<file path="src/design/vmma_pkg.sv">
`timescale 1ns / 1ps
// ----------------------------------------------------------------------------
// vmma_pkg
// Shared constants, operation codes and types for the valid-masked
// moving average block.
// ----------------------------------------------------------------------------
package vmma_pkg;

   localparam int DEPTH_DEFAULT = 16;
   localparam int DATA_W        = 16;
   localparam int OP_W          = 2;

   localparam logic [OP_W-1:0] OP_GOOD  = 2'd0;
   localparam logic [OP_W-1:0] OP_FAIL  = 2'd1;
   localparam logic [OP_W-1:0] OP_CLEAR = 2'd2;
   localparam logic [OP_W-1:0] OP_NONE  = 2'd3;

   typedef struct packed {
      logic busy;
      logic done;
   } div_status_type;

endpackage

</file>
<file path="src/design/vmma_if.sv">
`timescale 1ns / 1ps
// ----------------------------------------------------------------------------
// vmma_req_if / vmma_rsp_if
// Valid/ready channels for the moving average request and response beats.
// ----------------------------------------------------------------------------
interface vmma_req_if import vmma_pkg::*; ();
   logic                     valid;
   logic                     ready;
   logic [OP_W-1:0]          operation;
   logic signed [DATA_W-1:0] sample_value;

   modport source (output valid, output operation, output sample_value, input ready);
   modport sink   (input valid, input operation, input sample_value, output ready);
endinterface

interface vmma_rsp_if import vmma_pkg::*; ();
   logic                     valid;
   logic                     ready;
   logic                     last_ok;
   logic signed [DATA_W-1:0] last_value;
   logic                     average_ok;
   logic signed [DATA_W-1:0] average_value;

   modport source (output valid, output last_ok, output last_value,
                   output average_ok, output average_value, input ready);
   modport sink   (input valid, input last_ok, input last_value,
                   input average_ok, input average_value, output ready);
endinterface

</file>
<file path="src/design/vmma_ram.sv">
`timescale 1ns / 1ps
// ----------------------------------------------------------------------------
// vmma_ram
// Generic single-write, single-read synchronous RAM with registered read.
// ----------------------------------------------------------------------------
module vmma_ram #(
   parameter int WIDTH = 17,
   parameter int DEPTH = 16,
   localparam int ADDR_W = (DEPTH > 1) ? $clog2(DEPTH) : 1
) (
   input  logic              clock,
   input  logic              wr_en,
   input  logic [ADDR_W-1:0] wr_addr,
   input  logic [WIDTH-1:0]  wr_data,
   input  logic              rd_en,
   input  logic [ADDR_W-1:0] rd_addr,
   output logic [WIDTH-1:0]  rd_data
);

   logic [WIDTH-1:0] mem_ff [DEPTH];
   logic [WIDTH-1:0] rd_data_ff;

   always_ff @(posedge clock) begin
      if (wr_en) begin
         mem_ff[wr_addr] <= wr_data;
      end
      if (rd_en) begin
         rd_data_ff <= mem_ff[rd_addr];
      end
   end

   assign rd_data = rd_data_ff;

endmodule

</file>
<file path="src/design/vmma_divider.sv">
`timescale 1ns / 1ps
// ----------------------------------------------------------------------------
// vmma_divider
// Bit-serial restoring divider: one quotient bit per cycle.
// ----------------------------------------------------------------------------
module vmma_divider import vmma_pkg::*; #(
   parameter int NUM_W = 21,
   parameter int DEN_W = 6
) (
   input  logic             clock,
   input  logic             reset,
   input  logic             start,
   input  logic [NUM_W-1:0] dividend,
   input  logic [DEN_W-1:0] divisor,
   output div_status_type   status,
   output logic [NUM_W-1:0] quotient
);

   localparam int STEP_W = $clog2(NUM_W + 1);

   logic             busy_ff, busy_in;
   logic             done_ff, done_in;
   logic [STEP_W-1:0] step_ff, step_in;
   logic [NUM_W-1:0] num_ff, num_in;
   logic [DEN_W-1:0] rem_ff, rem_in;
   logic [DEN_W-1:0] den_ff, den_in;
   logic [DEN_W:0]   trial;
   logic             fits;

   always_comb begin
      trial   = {rem_ff, num_ff[NUM_W-1]};
      fits    = (trial >= {1'b0, den_ff});
      busy_in = busy_ff;
      done_in = 1'b0;
      step_in = step_ff;
      num_in  = num_ff;
      rem_in  = rem_ff;
      den_in  = den_ff;
      if (start) begin
         busy_in = 1'b1;
         step_in = STEP_W'(NUM_W);
         num_in  = dividend;
         rem_in  = '0;
         den_in  = divisor;
      end else if (busy_ff) begin
         // shift the quotient bit in where the dividend bit left
         num_in  = {num_ff[NUM_W-2:0], fits};
         rem_in  = fits ? DEN_W'(trial - {1'b0, den_ff}) : DEN_W'(trial);
         step_in = step_ff - 1'b1;
         if (step_ff == STEP_W'(1)) begin
            busy_in = 1'b0;
            done_in = 1'b1;
         end
      end
   end

   always_ff @(posedge clock) begin
      if (reset) begin
         busy_ff <= 1'b0;
         done_ff <= 1'b0;
         step_ff <= '0;
      end else begin
         busy_ff <= busy_in;
         done_ff <= done_in;
         step_ff <= step_in;
      end
   end

   always_ff @(posedge clock) begin
      num_ff <= num_in;
      rem_ff <= rem_in;
      den_ff <= den_in;
   end

   assign status.busy = busy_ff;
   assign status.done = done_ff;
   assign quotient    = num_ff;

endmodule

</file>
<file path="src/design/valid_masked_moving_average.sv">
`timescale 1ns / 1ps
// ----------------------------------------------------------------------------
// valid_masked_moving_average
// Moving average over a ring of DEPTH readings, each good or failed, with
// a rounded mean of the good readings in the window.
// ----------------------------------------------------------------------------
// channel   dir  handshake     beat
// req_bus   in   valid/ready   operation, sample_value
// rsp_bus   out  valid/ready   last_ok, last_value, average_ok, average_value
//
// One request at a time: from accept, the block steps through update, divider start,
// divide (one quotient bit per cycle) and output before the response is posted.
// Ring values sit in a RAM; per-entry live bits in flops, cleared at reset
// and by a clear request, so no clearing pass is needed.
// A response waiting on rsp_bus does not block the next request; its fields
// sit in their own registers and hold until the beat is taken.
// ----------------------------------------------------------------------------
module valid_masked_moving_average import vmma_pkg::*; #(
   parameter int DEPTH = DEPTH_DEFAULT
) (
   input  logic       clock,
   input  logic       reset,
   vmma_req_if.sink   req_bus,
   vmma_rsp_if.source rsp_bus
);

   localparam int SLOT_W = (DEPTH > 1) ? $clog2(DEPTH) : 1;
   localparam int CNT_W  = $clog2(DEPTH + 1);
   localparam int SUM_W  = DATA_W + $clog2(DEPTH);
   localparam int NUM_W  = SUM_W + 1;
   localparam int DEN_W  = CNT_W + 1;
   localparam int ENT_W  = DATA_W + 1;

   localparam logic [2:0] S_IDLE   = 3'd0;
   localparam logic [2:0] S_UPDATE = 3'd1;
   localparam logic [2:0] S_START  = 3'd2;
   localparam logic [2:0] S_DIVIDE = 3'd3;
   localparam logic [2:0] S_OUTPUT = 3'd4;

   logic [2:0]               state_ff, state_in;
   logic [OP_W-1:0]          op_ff;
   logic signed [DATA_W-1:0] value_ff;
   logic [SLOT_W-1:0]        slot_ff, slot_in;
   logic [DEPTH-1:0]         live_ff, live_in;
   logic signed [SUM_W-1:0]  sum_ff, sum_in;
   logic [CNT_W-1:0]         count_ff, count_in;
   logic                     last_ok_ff, last_ok_in;
   logic signed [DATA_W-1:0] last_val_ff, last_val_in;
   logic                     neg_ff;
   logic                     rsp_valid_ff, rsp_valid_in;
   logic                     rsp_last_ok_ff;
   logic signed [DATA_W-1:0] rsp_last_val_ff;
   logic                     avg_ok_ff;
   logic signed [DATA_W-1:0] avg_val_ff;

   logic                     accept;
   logic                     rsp_free;
   logic [SLOT_W-1:0]        next_slot;
   logic                     ram_wr;
   logic [ENT_W-1:0]         ram_wdata;
   logic [SLOT_W-1:0]        ram_raddr;
   logic [ENT_W-1:0]         ram_rdata;
   logic signed [DATA_W-1:0] old_val;
   logic                     old_valid;
   logic                     op_good;
   logic signed [SUM_W-1:0]  sub_term, add_term;
   logic [SUM_W-1:0]         mag;
   logic [NUM_W-1:0]         numer;
   logic                     div_start;
   div_status_type           div_status;
   logic [NUM_W-1:0]         quot;
   logic signed [DATA_W-1:0] q16;

   assign accept   = req_bus.valid && req_bus.ready;
   assign rsp_free = !rsp_valid_ff || rsp_bus.ready;
   assign next_slot = (slot_ff == SLOT_W'(DEPTH - 1)) ? '0 : slot_ff + SLOT_W'(1);
   assign ram_raddr = (req_bus.operation == OP_NONE) ? slot_ff : next_slot;

   assign op_good   = (op_ff == OP_GOOD);
   assign old_val   = ram_rdata[DATA_W-1:0];
   assign old_valid = live_ff[next_slot] & ram_rdata[DATA_W];
   assign sub_term  = old_valid ? SUM_W'(old_val) : '0;
   assign add_term  = op_good ? SUM_W'(value_ff) : '0;

   assign ram_wr    = (state_ff == S_UPDATE) && ((op_ff == OP_GOOD) || (op_ff == OP_FAIL));
   assign ram_wdata = {op_good, op_good ? value_ff : DATA_W'(0)};

   assign mag       = sum_ff[SUM_W-1] ? SUM_W'(-sum_ff) : SUM_W'(sum_ff);
   assign numer     = {mag, 1'b0} + NUM_W'(count_ff);
   assign div_start = (state_ff == S_START);
   assign q16       = quot[DATA_W-1:0];

   vmma_ram #(
      .WIDTH (ENT_W),
      .DEPTH (DEPTH)
   ) u_ram (
      .clock   (clock),
      .wr_en   (ram_wr),
      .wr_addr (next_slot),
      .wr_data (ram_wdata),
      .rd_en   (accept),
      .rd_addr (ram_raddr),
      .rd_data (ram_rdata)
   );

   vmma_divider #(
      .NUM_W (NUM_W),
      .DEN_W (DEN_W)
   ) u_divider (
      .clock    (clock),
      .reset    (reset),
      .start    (div_start),
      .dividend (numer),
      .divisor  ({count_ff, 1'b0}),
      .status   (div_status),
      .quotient (quot)
   );

   always_comb begin
      state_in     = state_ff;
      slot_in      = slot_ff;
      live_in      = live_ff;
      sum_in       = sum_ff;
      count_in     = count_ff;
      last_ok_in   = last_ok_ff;
      last_val_in  = last_val_ff;
      rsp_valid_in = rsp_valid_ff && !rsp_bus.ready;
      case (state_ff)
         S_IDLE: begin
            if (accept) begin
               state_in = S_UPDATE;
            end
         end
         S_UPDATE: begin
            state_in = S_START;
            case (op_ff)
               OP_GOOD, OP_FAIL: begin
                  slot_in            = next_slot;
                  live_in[next_slot] = 1'b1;
                  sum_in             = sum_ff - sub_term + add_term;
                  count_in           = count_ff - CNT_W'(old_valid) + CNT_W'(op_good);
                  last_ok_in         = op_good;
                  last_val_in        = op_good ? value_ff : '0;
               end
               OP_CLEAR: begin
                  live_in     = '0;
                  sum_in      = '0;
                  count_in    = '0;
                  last_ok_in  = 1'b0;
                  last_val_in = '0;
               end
               default: begin
                  last_ok_in  = live_ff[slot_ff] & ram_rdata[DATA_W];
                  last_val_in = last_ok_in ? old_val : '0;
               end
            endcase
         end
         S_START: begin
            state_in = S_DIVIDE;
         end
         S_DIVIDE: begin
            if (div_status.done) begin
               state_in = S_OUTPUT;
            end
         end
         S_OUTPUT: begin
            // hold until the response register frees up
            if (rsp_free) begin
               rsp_valid_in = 1'b1;
               state_in     = S_IDLE;
            end
         end
         default: begin
            state_in = S_IDLE;
         end
      endcase
   end

   always_ff @(posedge clock) begin
      if (reset) begin
         state_ff     <= S_IDLE;
         slot_ff      <= '0;
         live_ff      <= '0;
         sum_ff       <= '0;
         count_ff     <= '0;
         rsp_valid_ff <= 1'b0;
      end else begin
         state_ff     <= state_in;
         slot_ff      <= slot_in;
         live_ff      <= live_in;
         sum_ff       <= sum_in;
         count_ff     <= count_in;
         rsp_valid_ff <= rsp_valid_in;
      end
   end

   always_ff @(posedge clock) begin
      last_ok_ff  <= last_ok_in;
      last_val_ff <= last_val_in;
      if (accept) begin
         op_ff    <= req_bus.operation;
         value_ff <= req_bus.sample_value;
      end
      if (state_ff == S_START) begin
         neg_ff <= sum_ff[SUM_W-1];
      end
      if ((state_ff == S_OUTPUT) && rsp_free) begin
         rsp_last_ok_ff  <= last_ok_ff;
         rsp_last_val_ff <= last_val_ff;
         avg_ok_ff       <= (count_ff != '0);
         avg_val_ff      <= (count_ff == '0) ? '0 : (neg_ff ? -q16 : q16);
      end
   end

   assign req_bus.ready         = (state_ff == S_IDLE);
   assign rsp_bus.valid         = rsp_valid_ff;
   assign rsp_bus.last_ok       = rsp_last_ok_ff;
   assign rsp_bus.last_value    = rsp_last_val_ff;
   assign rsp_bus.average_ok    = avg_ok_ff;
   assign rsp_bus.average_value = avg_val_ff;

   a_count_range: assert property (@(posedge clock) disable iff (reset)
      count_ff <= CNT_W'(DEPTH))
      else $error("valid count exceeds window depth");

   a_empty_sum: assert property (@(posedge clock) disable iff (reset)
      (count_ff == '0) |-> (sum_ff == '0))
      else $error("empty window with nonzero sum");

   a_clear: assert property (@(posedge clock) disable iff (reset)
      (state_ff == S_UPDATE) && (op_ff == OP_CLEAR) |=> (live_ff == '0) && (count_ff == '0))
      else $error("clear left live entries");

   a_avg_zero: assert property (@(posedge clock) disable iff (reset)
      rsp_bus.valid && !rsp_bus.average_ok |-> (rsp_bus.average_value == '0))
      else $error("average value nonzero with empty window");

   a_div_done: assert property (@(posedge clock) disable iff (reset)
      div_status.done |-> (state_ff == S_DIVIDE))
      else $error("divider finished outside divide phase");

endmodule

</file>
<file path="src/flat_wrapper.sv">
// flat-port wrapper written by rule: the top's interface ports become plain ports
module valid_masked_moving_average_flat import vmma_pkg::*;
#(
   parameter int DEPTH = DEPTH_DEFAULT
)
  (clock, reset, req_bus_valid, req_bus_operation, req_bus_sample_value, req_bus_ready, rsp_bus_valid, rsp_bus_last_ok, rsp_bus_last_value, rsp_bus_average_ok, rsp_bus_average_value, rsp_bus_ready);
  vmma_req_if req_bus_i ();
  vmma_rsp_if rsp_bus_i ();
  input  logic clock;
  input  logic reset;
  input wire logic [$bits(req_bus_i.valid)-1:0] req_bus_valid;
  input wire logic [$bits(req_bus_i.operation)-1:0] req_bus_operation;
  input wire logic [$bits(req_bus_i.sample_value)-1:0] req_bus_sample_value;
  output wire logic [$bits(req_bus_i.ready)-1:0] req_bus_ready;
  output wire logic [$bits(rsp_bus_i.valid)-1:0] rsp_bus_valid;
  output wire logic [$bits(rsp_bus_i.last_ok)-1:0] rsp_bus_last_ok;
  output wire logic [$bits(rsp_bus_i.last_value)-1:0] rsp_bus_last_value;
  output wire logic [$bits(rsp_bus_i.average_ok)-1:0] rsp_bus_average_ok;
  output wire logic [$bits(rsp_bus_i.average_value)-1:0] rsp_bus_average_value;
  input wire logic [$bits(rsp_bus_i.ready)-1:0] rsp_bus_ready;
  assign req_bus_i.valid = req_bus_valid;
  assign req_bus_i.operation = req_bus_operation;
  assign req_bus_i.sample_value = req_bus_sample_value;
  assign req_bus_ready = req_bus_i.ready;
  assign rsp_bus_valid = rsp_bus_i.valid;
  assign rsp_bus_last_ok = rsp_bus_i.last_ok;
  assign rsp_bus_last_value = rsp_bus_i.last_value;
  assign rsp_bus_average_ok = rsp_bus_i.average_ok;
  assign rsp_bus_average_value = rsp_bus_i.average_value;
  assign rsp_bus_i.ready = rsp_bus_ready;
  valid_masked_moving_average #(.DEPTH(DEPTH)) u_core (.clock(clock), .reset(reset), .req_bus(req_bus_i), .rsp_bus(rsp_bus_i));
endmodule
</file>
<file path="config.mk">
export PLATFORM = sky130hd
export DESIGN_NAME = valid_masked_moving_average_flat
export DESIGN_NICKNAME = d
export VERILOG_FILES = /design/src/design/vmma_pkg.sv /design/src/design/vmma_if.sv /design/src/design/vmma_ram.sv /design/src/design/vmma_divider.sv /design/src/design/valid_masked_moving_average.sv /design/src/flat_wrapper.sv
export SDC_FILE = /design/constraint.sdc
export NUM_CORES = 1
export LEC_CHECK = 0
export BUFFER_PORTS_ARGS = -buffer_cell sky130_fd_sc_hd__buf_2
export CAP_MARGIN = 20
export CORE_UTILIZATION = 25
export CTS_BUF_LIST = sky130_fd_sc_hd__clkbuf_16
export CTS_CLUSTER_DIAMETER = 150
export DETAILED_ROUTE_END_ITERATION = 7
export MAX_ROUTING_LAYER = met4
export PLACE_DENSITY = 0.4
export SLEW_MARGIN = 20
export SYNTH_ARGS = -nofsm -noshare
export SYNTH_HDL_FRONTEND = slang
export SYNTH_SLANG_ARGS = --single-unit
export TNS_END_PERCENT = 50
</file>
<file path="constraint.sdc">
create_clock -name clock -period 4.5 [get_ports clock]
set_input_delay 0.9 -clock clock [delete_from_list [all_inputs] [get_ports clock]]
set_output_delay 0.9 -clock clock [all_outputs]
set_load 0.02 [all_outputs]
</file>
# --- Word level (Yosys, flattened, before mapping) ---
# Memories as Yosys holds them, arrays and structs flattened. A register that Yosys moved wholly into a read port is not among the register bits.
# Cells that the tools add are included.
totals:
  ff_bits: 158
  latchBits: 0
  mem_bits_rw: 272
  mem_bits_ro: 0
  in_bits: 22
  out_inout_bits: 36
  wordCells: 110
  n_memories: 1
classes:
  addsub: 10
  n_mul: 0
  div_mod_pow: 0
  n_lt_le_gt_ge: 4
  n_eq_ne: 12
  shift: 0
  n_mux: 36
  n_bitwise: 4
  reduce_logical: 21
mem_list:
  columns: ["name", "depth", "word_bits", "read_ports", "rd_ports_with_merged_regs", "write_ports", "line_no", "rtl"]
  rows:
  - ["u_core.u_ram.mem_ff", 16, 17, 1, 1, 1, "vmma_ram.sv:20", "logic [WIDTH-1:0] mem_ff [DEPTH];"]
op_table:
  columns: ["operator", "count"]
  rows:
  - ["one-hot mux 16 bit (2 select lines)", 2]
  - ["two-way mux 20 bit", 3]
  - ["two-way mux 16 bit", 3]
  - ["two-way mux 21 bit", 2]
  - ["one-hot mux 20 bit (2 select lines)", 1]
  - ["adder 21 x 5 -> 21 bit", 1]
  - ["adder 20 bit", 1]
  - ["negation 20 bit", 1]
  - ["subtractor 20 bit", 1]
  - ["negation 16 bit", 1]
  - ["bitwise OR 16 bit", 1]
  - ["one-hot mux 3 bit (5 select lines)", 1]
  - ["two-way mux 1 bit", 11]
  - ["< comparator 4 x 5 -> 1 bit (second input constant)", 2]
  - ["two-way mux 5 bit", 2]
  - ["one-hot mux 5 bit (2 select lines)", 1]
  - ["two-way mux 3 bit", 3]
  - ["binary-select mux 1 bit (select 4 bit)", 2]
  - ["two-way mux 4 bit", 2]
  - ["greater-or-equal comparator 7 x 6 -> 1 bit", 1]
  - ["equality test 3 x 2 -> 1 bit (second input constant)", 2]
  - ["two-way mux 6 bit", 1]
  - ["subtractor 6 bit", 1]
  - ["adder 5 x 1 -> 5 bit", 1]
  - ["other kinds (28)", 40]

# --- Logic depth before layout (Yosys ltp) ---
logic_depth:
  word_depth: 9
  depth_mapped: 21

# --- Modules after synthesis ---
# Synthesis repeated with hierarchy kept, for this count alone.
unflattened:
  cells_unflattened: 1460
  hier_area_um2: 20510.9
by_module_without_submodules:
  columns: ["mod", "n_inst", "cells_per_inst", "area_per_inst_um2"]
  rows:
  - ["vmma_ram", 1, 458, 10807.9]
  - ["valid_masked_moving_average", 1, 841, 7733.7]
  - ["vmma_divider", 1, 161, 1969.4]

# --- Least setup slack after synthesis ---
# No wires, ideal clock.
synth_timing:
  kind: "reg-to-reg"
  from: "register u_core.slot_ff[0]"
  to: "register u_core.sum_ff[19]"
  setup_ns: 0.124
  arrival_ns: 4.526
  required_time_ns: 4.376
  path_slack_ns: -0.150
  stages_incl_launch_ff: 22
  path_buffers: 3
  path_cell_list: "dfxtp_1 -> ha_1 -> buf_2 -> xor2_2 -> mux4_2 -> mux2i_1 -> mux2i_1 -> clkbuf_1 -> and3_1 -> fa_1 -> inv_1 -> ha_1 -> clkbuf_1 -> a21o_1 -> a21oi_1 -> nor4b_1 -> o31ai_1 -> a31oi_1 -> o21ai_0 -> xnor2_1 -> a21oi_1 -> o22ai_1"
synth_between:
  elab_chain_cells: 9
synth_rtl:
  columns: ["element", "line_no", "rtl"]
  rows:
  - ["start, declared", "valid_masked_moving_average.sv:43", "logic [SLOT_W-1:0] slot_ff, slot_in;"]
  - ["start signal, assigned", "valid_masked_moving_average.sv:189", "slot_ff <= slot_in;"]
  - ["adder 4 x 1 -> 4 bit or equality test 4 bit (tied branches)", "valid_masked_moving_average.sv:76", "assign next_slot = (slot_ff == SLOT_W'(DEPTH - 1)) ? '0 : slot_ff + SLOT_W'(1);"]
  - ["two-way mux 4 bit (*)", "valid_masked_moving_average.sv:76", null]
  - ["binary-select mux 1 bit (select 4 bit) (*)", "valid_masked_moving_average.sv:81", "assign old_valid = live_ff[next_slot] & ram_rdata[DATA_W];"]
  - ["two-way mux 1 bit (implied by the code) (*)", "valid_masked_moving_average.sv:81", null]
  - ["bitwise AND 1 bit (*)", "valid_masked_moving_average.sv:81", null]
  - ["two-way mux 20 bit (*)", "valid_masked_moving_average.sv:82", "assign sub_term = old_valid ? SUM_W'(old_val) : '0;"]
  - ["subtractor 20 bit (*)", "valid_masked_moving_average.sv:140", "sum_in = sum_ff - sub_term + add_term;"]
  - ["adder 20 bit (*)", "valid_masked_moving_average.sv:140", null]
  - ["one-hot mux 20 bit (2 select lines) (*)", "valid_masked_moving_average.sv:136", "case (op_ff)"]
  - ["end signal, assigned", "valid_masked_moving_average.sv:191", "sum_ff <= sum_in;"]
  - ["end, declared", "valid_masked_moving_average.sv:45", "logic signed [SUM_W-1:0] sum_ff, sum_in;"]
# Every way passes the cells marked *; elsewhere a longest branch is shown, timed or not. The select of a mux whose other input is x is not followed.
# A chain may end at the register's enable or synchronous reset.

# --- Final worst setup path ---
layout_timing:
  from: "register u_core.slot_ff[0]"
  to: "register u_core.sum_ff[18]"
# The elaborated chain is that of the path after synthesis.

==> results.json <==
{
  "status": "complete, no violations",
  "worstPathMaxFanout": 5,
  "regArea_um2": 12800,
  "syn2layout_area_growth_pct": 19.9,
  "n_fill_cell": 7991,
  "p_sw_share_pct": 27.7,
  "synthFlopType": "edfxtp_1",
  "multi_input_area_um2": 7040,
  "yosysSeqAreaShare_pct": 63.4,
  "grt_max_degree": 69,
  "synth_cell_type_count": 74,
  "synthArstFlopShare_pct": 0,
  "hold_viol_final": 0,
  "nNetsFinal": 1685,
  "r2r-start": "u_core.slot_ff[0]",
  "io_buffers": 57,
  "fin_util_pct": 30.5,
  "dp_hpwl_um": 33900,
  "io_pins": 58,
  "syn_avg_cell_area_um2": 13.9,
  "cp.arrival_ns": 5.00,
  "drt_iter0_drc": 698,
  "drc": 0,
  "clkPwrFrac_pct": 36.9,
  "hold_class": "reg -> reg",
  "min_path_cells": 0,
  "core_area_um2": 79500,
  "reg2regPathDepth": 21,
  "ys_seq_elements": 447,
  "hold_end": "u_core.rsp_bus.last_value[12]",
  "drv_cap": 0,
  "grt-ovfl-total": 0,
  "layout_setup_ws_ns": 0.0267,
  "place_area_um2": 22400,
  "antenna_found_initial": 0,
  "irDropWorstVdd_mv": 0.288,
  "wl_per_cell_um": 19.6,
  "cts_tree": "done",
  "viasPerCell": 4.48,
  "start_util_pct": 25.4,
  "period_share_pct": 99.4,
  "grt_pass1_wl_um": 80400,
  "p_seq_share_pct": 44.9,
  "drive_gt1_share_pct": 22.8,
  "relSlewSlack_pct": 33.7,
  "cts.sink_count": 447,
  "gp_congestion": 0.815,
  "critPathRequiredTime_ns": 5.02,
  "cp-start-kind": "flop",
  "power.internal_uw": 7760,
  "clockBufferDepth": 3,
  "critical_path_class": "reg -> reg",
  "netlist_area_um2": 20200,
  "drtPass1Iterations": 5,
  "ant_nets": 0,
  "wl_um": 52800,
  "die_w_um": 286,
  "rsz0062_at_grt": "true",
  "p_per_area_nw_per_um2": 443,
  "layout.cells.non_filler": 2690,
  "synthTopCellsByArea": "edfxtp_1 (57%), mux4_2 (8.6%), dfxtp_1 (6.1%)",
  "fmax_ghz": 0.224,
  "clock_latency_ns": 0.60,
  "min_from": "u_core.last_val_ff[12]",
  "htreeDepth": 2,
  "yosysWarnings": 0,
  "synth_area_leader_cell": "edfxtp_1",
  "num_rows": 103,
  "drv_slew": 0,
  "netlist_instances": 1451,
  "worst_pin_slew_ns": 0.994,
  "grt_pass1_vias": 12700,
  "via_count": 12100,
  "yosys.area.top_type_share_pct": 57.2,
  "syn-num-nets": 1539,
  "endpoint_kind": "flop",
  "antenna_cells": 0,
  "period_minus_slack_ns": 4.47,
  "rrSetupSlack_ns": 0.03,
  "pre_cts_slack_ns": -0.264,
  "cts_hold_buf": 0,
  "die_h_um": 286,
  "reg2reg_to": "u_core.sum_ff[18]",
  "root_buffer": "clkbuf_16",
  "synth_edf_count": 385,
  "setup_viol": 0,
  "dp.cells": 2585,
  "p_leak_uw": 0.00869,
  "p_switching_uw": 2970,
  "comb_power_share_pct": 18.2,
  "cts_buffers": 53,
  "clock_skew_ns": 0.0133,
  "clk_pin_slew_ns": 0.06,
  "die_area_um2": 81900,
  "stdcell_area_um2": 24200,
  "grt_usage_pct": 13.4
}
registers in the layout, summed over array words and instances (netlist names), 3 cells and up:
name	cells
u_core.u_divider.quotient	21
u_core.rsp_bus.average_value	16
u_core.live_ff	16
u_core.state_ff	3
u_core.u_ram.mem_ff	272
u_core.u_divider.rem_ff	6
u_core.rsp_bus.last_value	16
u_core.last_val_ff	16
u_core.u_divider.step_ff	5
u_core.count_ff	5
u_core.slot_ff	4
u_core.u_divider.den_ff	5
u_core.sum_ff	20
u_core.value_ff	16
u_core.u_ram.rd_data	17
power groups by stage:
| stage | Sequential (µW) | Clock, µW | Combinational [µW] |
|---|---|---|---|
| finish | 4810 | 3960 | 1960 |
| global route | 4830 | 4250 | 2180 |
| CTS | 4820 | 4100 | 1920 |
| detailed placement | 4900 | 0 | 1860 |
| global placement | 4900 | 0 | 1850 |
| floorplan | 4840 | 0 | 1300 |
critical path, stage by stage (launching register included):
cell	delay (ns)
dfxtp_2	0.34
ha_4	0.19
a31oi_4	0.28
mux4_2	0.55
mux2i_2	0.22
mux2i_4	0.14
and3_1	0.19
ha_1	0.26
inv_1	0.06
ha_1	0.15
inv_1	0.07
fa_2	0.39
nor2b_2	0.17
o21ai_2	0.10
a21boi_2	0.20
o2111ai_2	0.19
a21oi_2	0.20
o41ai_2	0.08
buf_4	0.15
o31ai_4	0.17
xnor2_1	0.10
o31ai_1	0.21
repair_timing:
| item | in CTS | in global routing |
|---|---|---|
| buffers inserted | 2 | 5 |
| resized for setup | 18 | 21 |
| gates cloned | 0 | 0 |
| endpoints found under the setup margin | 9 | 10 |
| pin swaps | 7 | 18 |
cell usage after synthesis (4+ instances only):
cell      count
a211oi_1     24
a21o_1        9
a21oi_1      41
a22o_1        5
a22oi_1       8
a31oi_1      37
and2_1       22
and3_1       17
buf_1         4
buf_2         9
clkbuf_1     45
dfxtp_1      62
edfxtp_1    385
fa_1         22
ha_1         44
inv_1       101
mux2i_1      12
mux4_2       77
nand2_1     163
nand2b_1      9
nand3_1       6
nand4_1       4
nor2_1      111
nor2b_1       8
nor3_1       12
nor4_1        5
o21a_1        4
o21ai_0      38
o21ai_1      12
o21bai_1      4
o31ai_1       8
o41ai_1       6
or4_1         5
xnor2_1      51
xor2_1       19
through the flow:
step / power, µW / TNS [ns] / hold slack, ns
after global routing: 11300 / -0.587 / 0.426
after global placement: 6750 / -0.952 / 0.405
final: 10700 / 0 / 0.417
after detailed placement: 6770 / -1.50 / 0.405
after floorplan: 6140 / 0 / 0.400
after CTS: 10800 / 0 / 0.415
cell type report:
type	instances	share of cell area (%)
clock buffer	53	5.48
clock inverter	45	1.11
inverter	103	1.60
multi-input combinational	839	29.1
sequential	447	52.9
tap	1050	5.42
timing repair buffer	153	4.46
worst max path at each step:
stage                 startpoint           endpoint  slack (ns)
2_1_floorplan  u_core.slot_ff[0]  u_core.sum_ff[19]       0.002
3_3_place_gp   u_core.slot_ff[0]  u_core.sum_ff[19]       -0.21
3_5_place_dp   u_core.slot_ff[0]  u_core.sum_ff[18]       -0.26
4_1_cts        u_core.slot_ff[0]  u_core.sum_ff[18]       0.005
5_1_grt        u_core.slot_ff[0]  u_core.sum_ff[18]       -0.18
6_report       u_core.slot_ff[0]  u_core.sum_ff[18]        0.03
cells by family after synthesis:
| group | Yosys count | synth area share [%] |
|---|---|---|
| flops | 447 | 63.4 |
| mux | 90 | 9.24 |
| fa+ha+maj | 66 | 4.91 |
| compound gates | 219 | 7.04 |
| xor+xnor | 72 | 3.20 |
| simple gates | 392 | 9.05 |
| buf+inv | 165 | 3.18 |
metal layers:
layer / track usage [%] / part of all wire [%] / wire [µm] / vias to the layer above
met4: 3.74 / 2.2 / 1180 / 0
li1: - / - / - / 5677
met1: 17.4 / 46 / 24500 / 6120
met5: - / 0 / 0 / -
met2: 21.7 / 48 / 25200 / 183
met3: 2.12 / 3.6 / 1920 / 76
layout by cell type (no fill, tap or decap), types with 7 or more instances in the layout:
master,count
nor2b_1,7
a31oi_1,37
xor2_1,18
mux2i_1,7
clkinv_1,17
nor2_2,17
a21oi_1,38
a22oi_1,8
a211oi_1,23
buf_2,57
dfxtp_1,60
a21o_1,9
inv_1,112
and3_1,17
clkinv_2,11
buf_4,89
ha_1,40
mux4_2,77
o21ai_0,30
edfxtp_1,385
and2_1,21
fa_1,21
o21ai_1,15
nand2_1,163
nor2_1,94
xnor2_1,51
nor3_1,11
clkbuf_16,53
nand2b_1,9
Power figures use the tool's default switching activity.
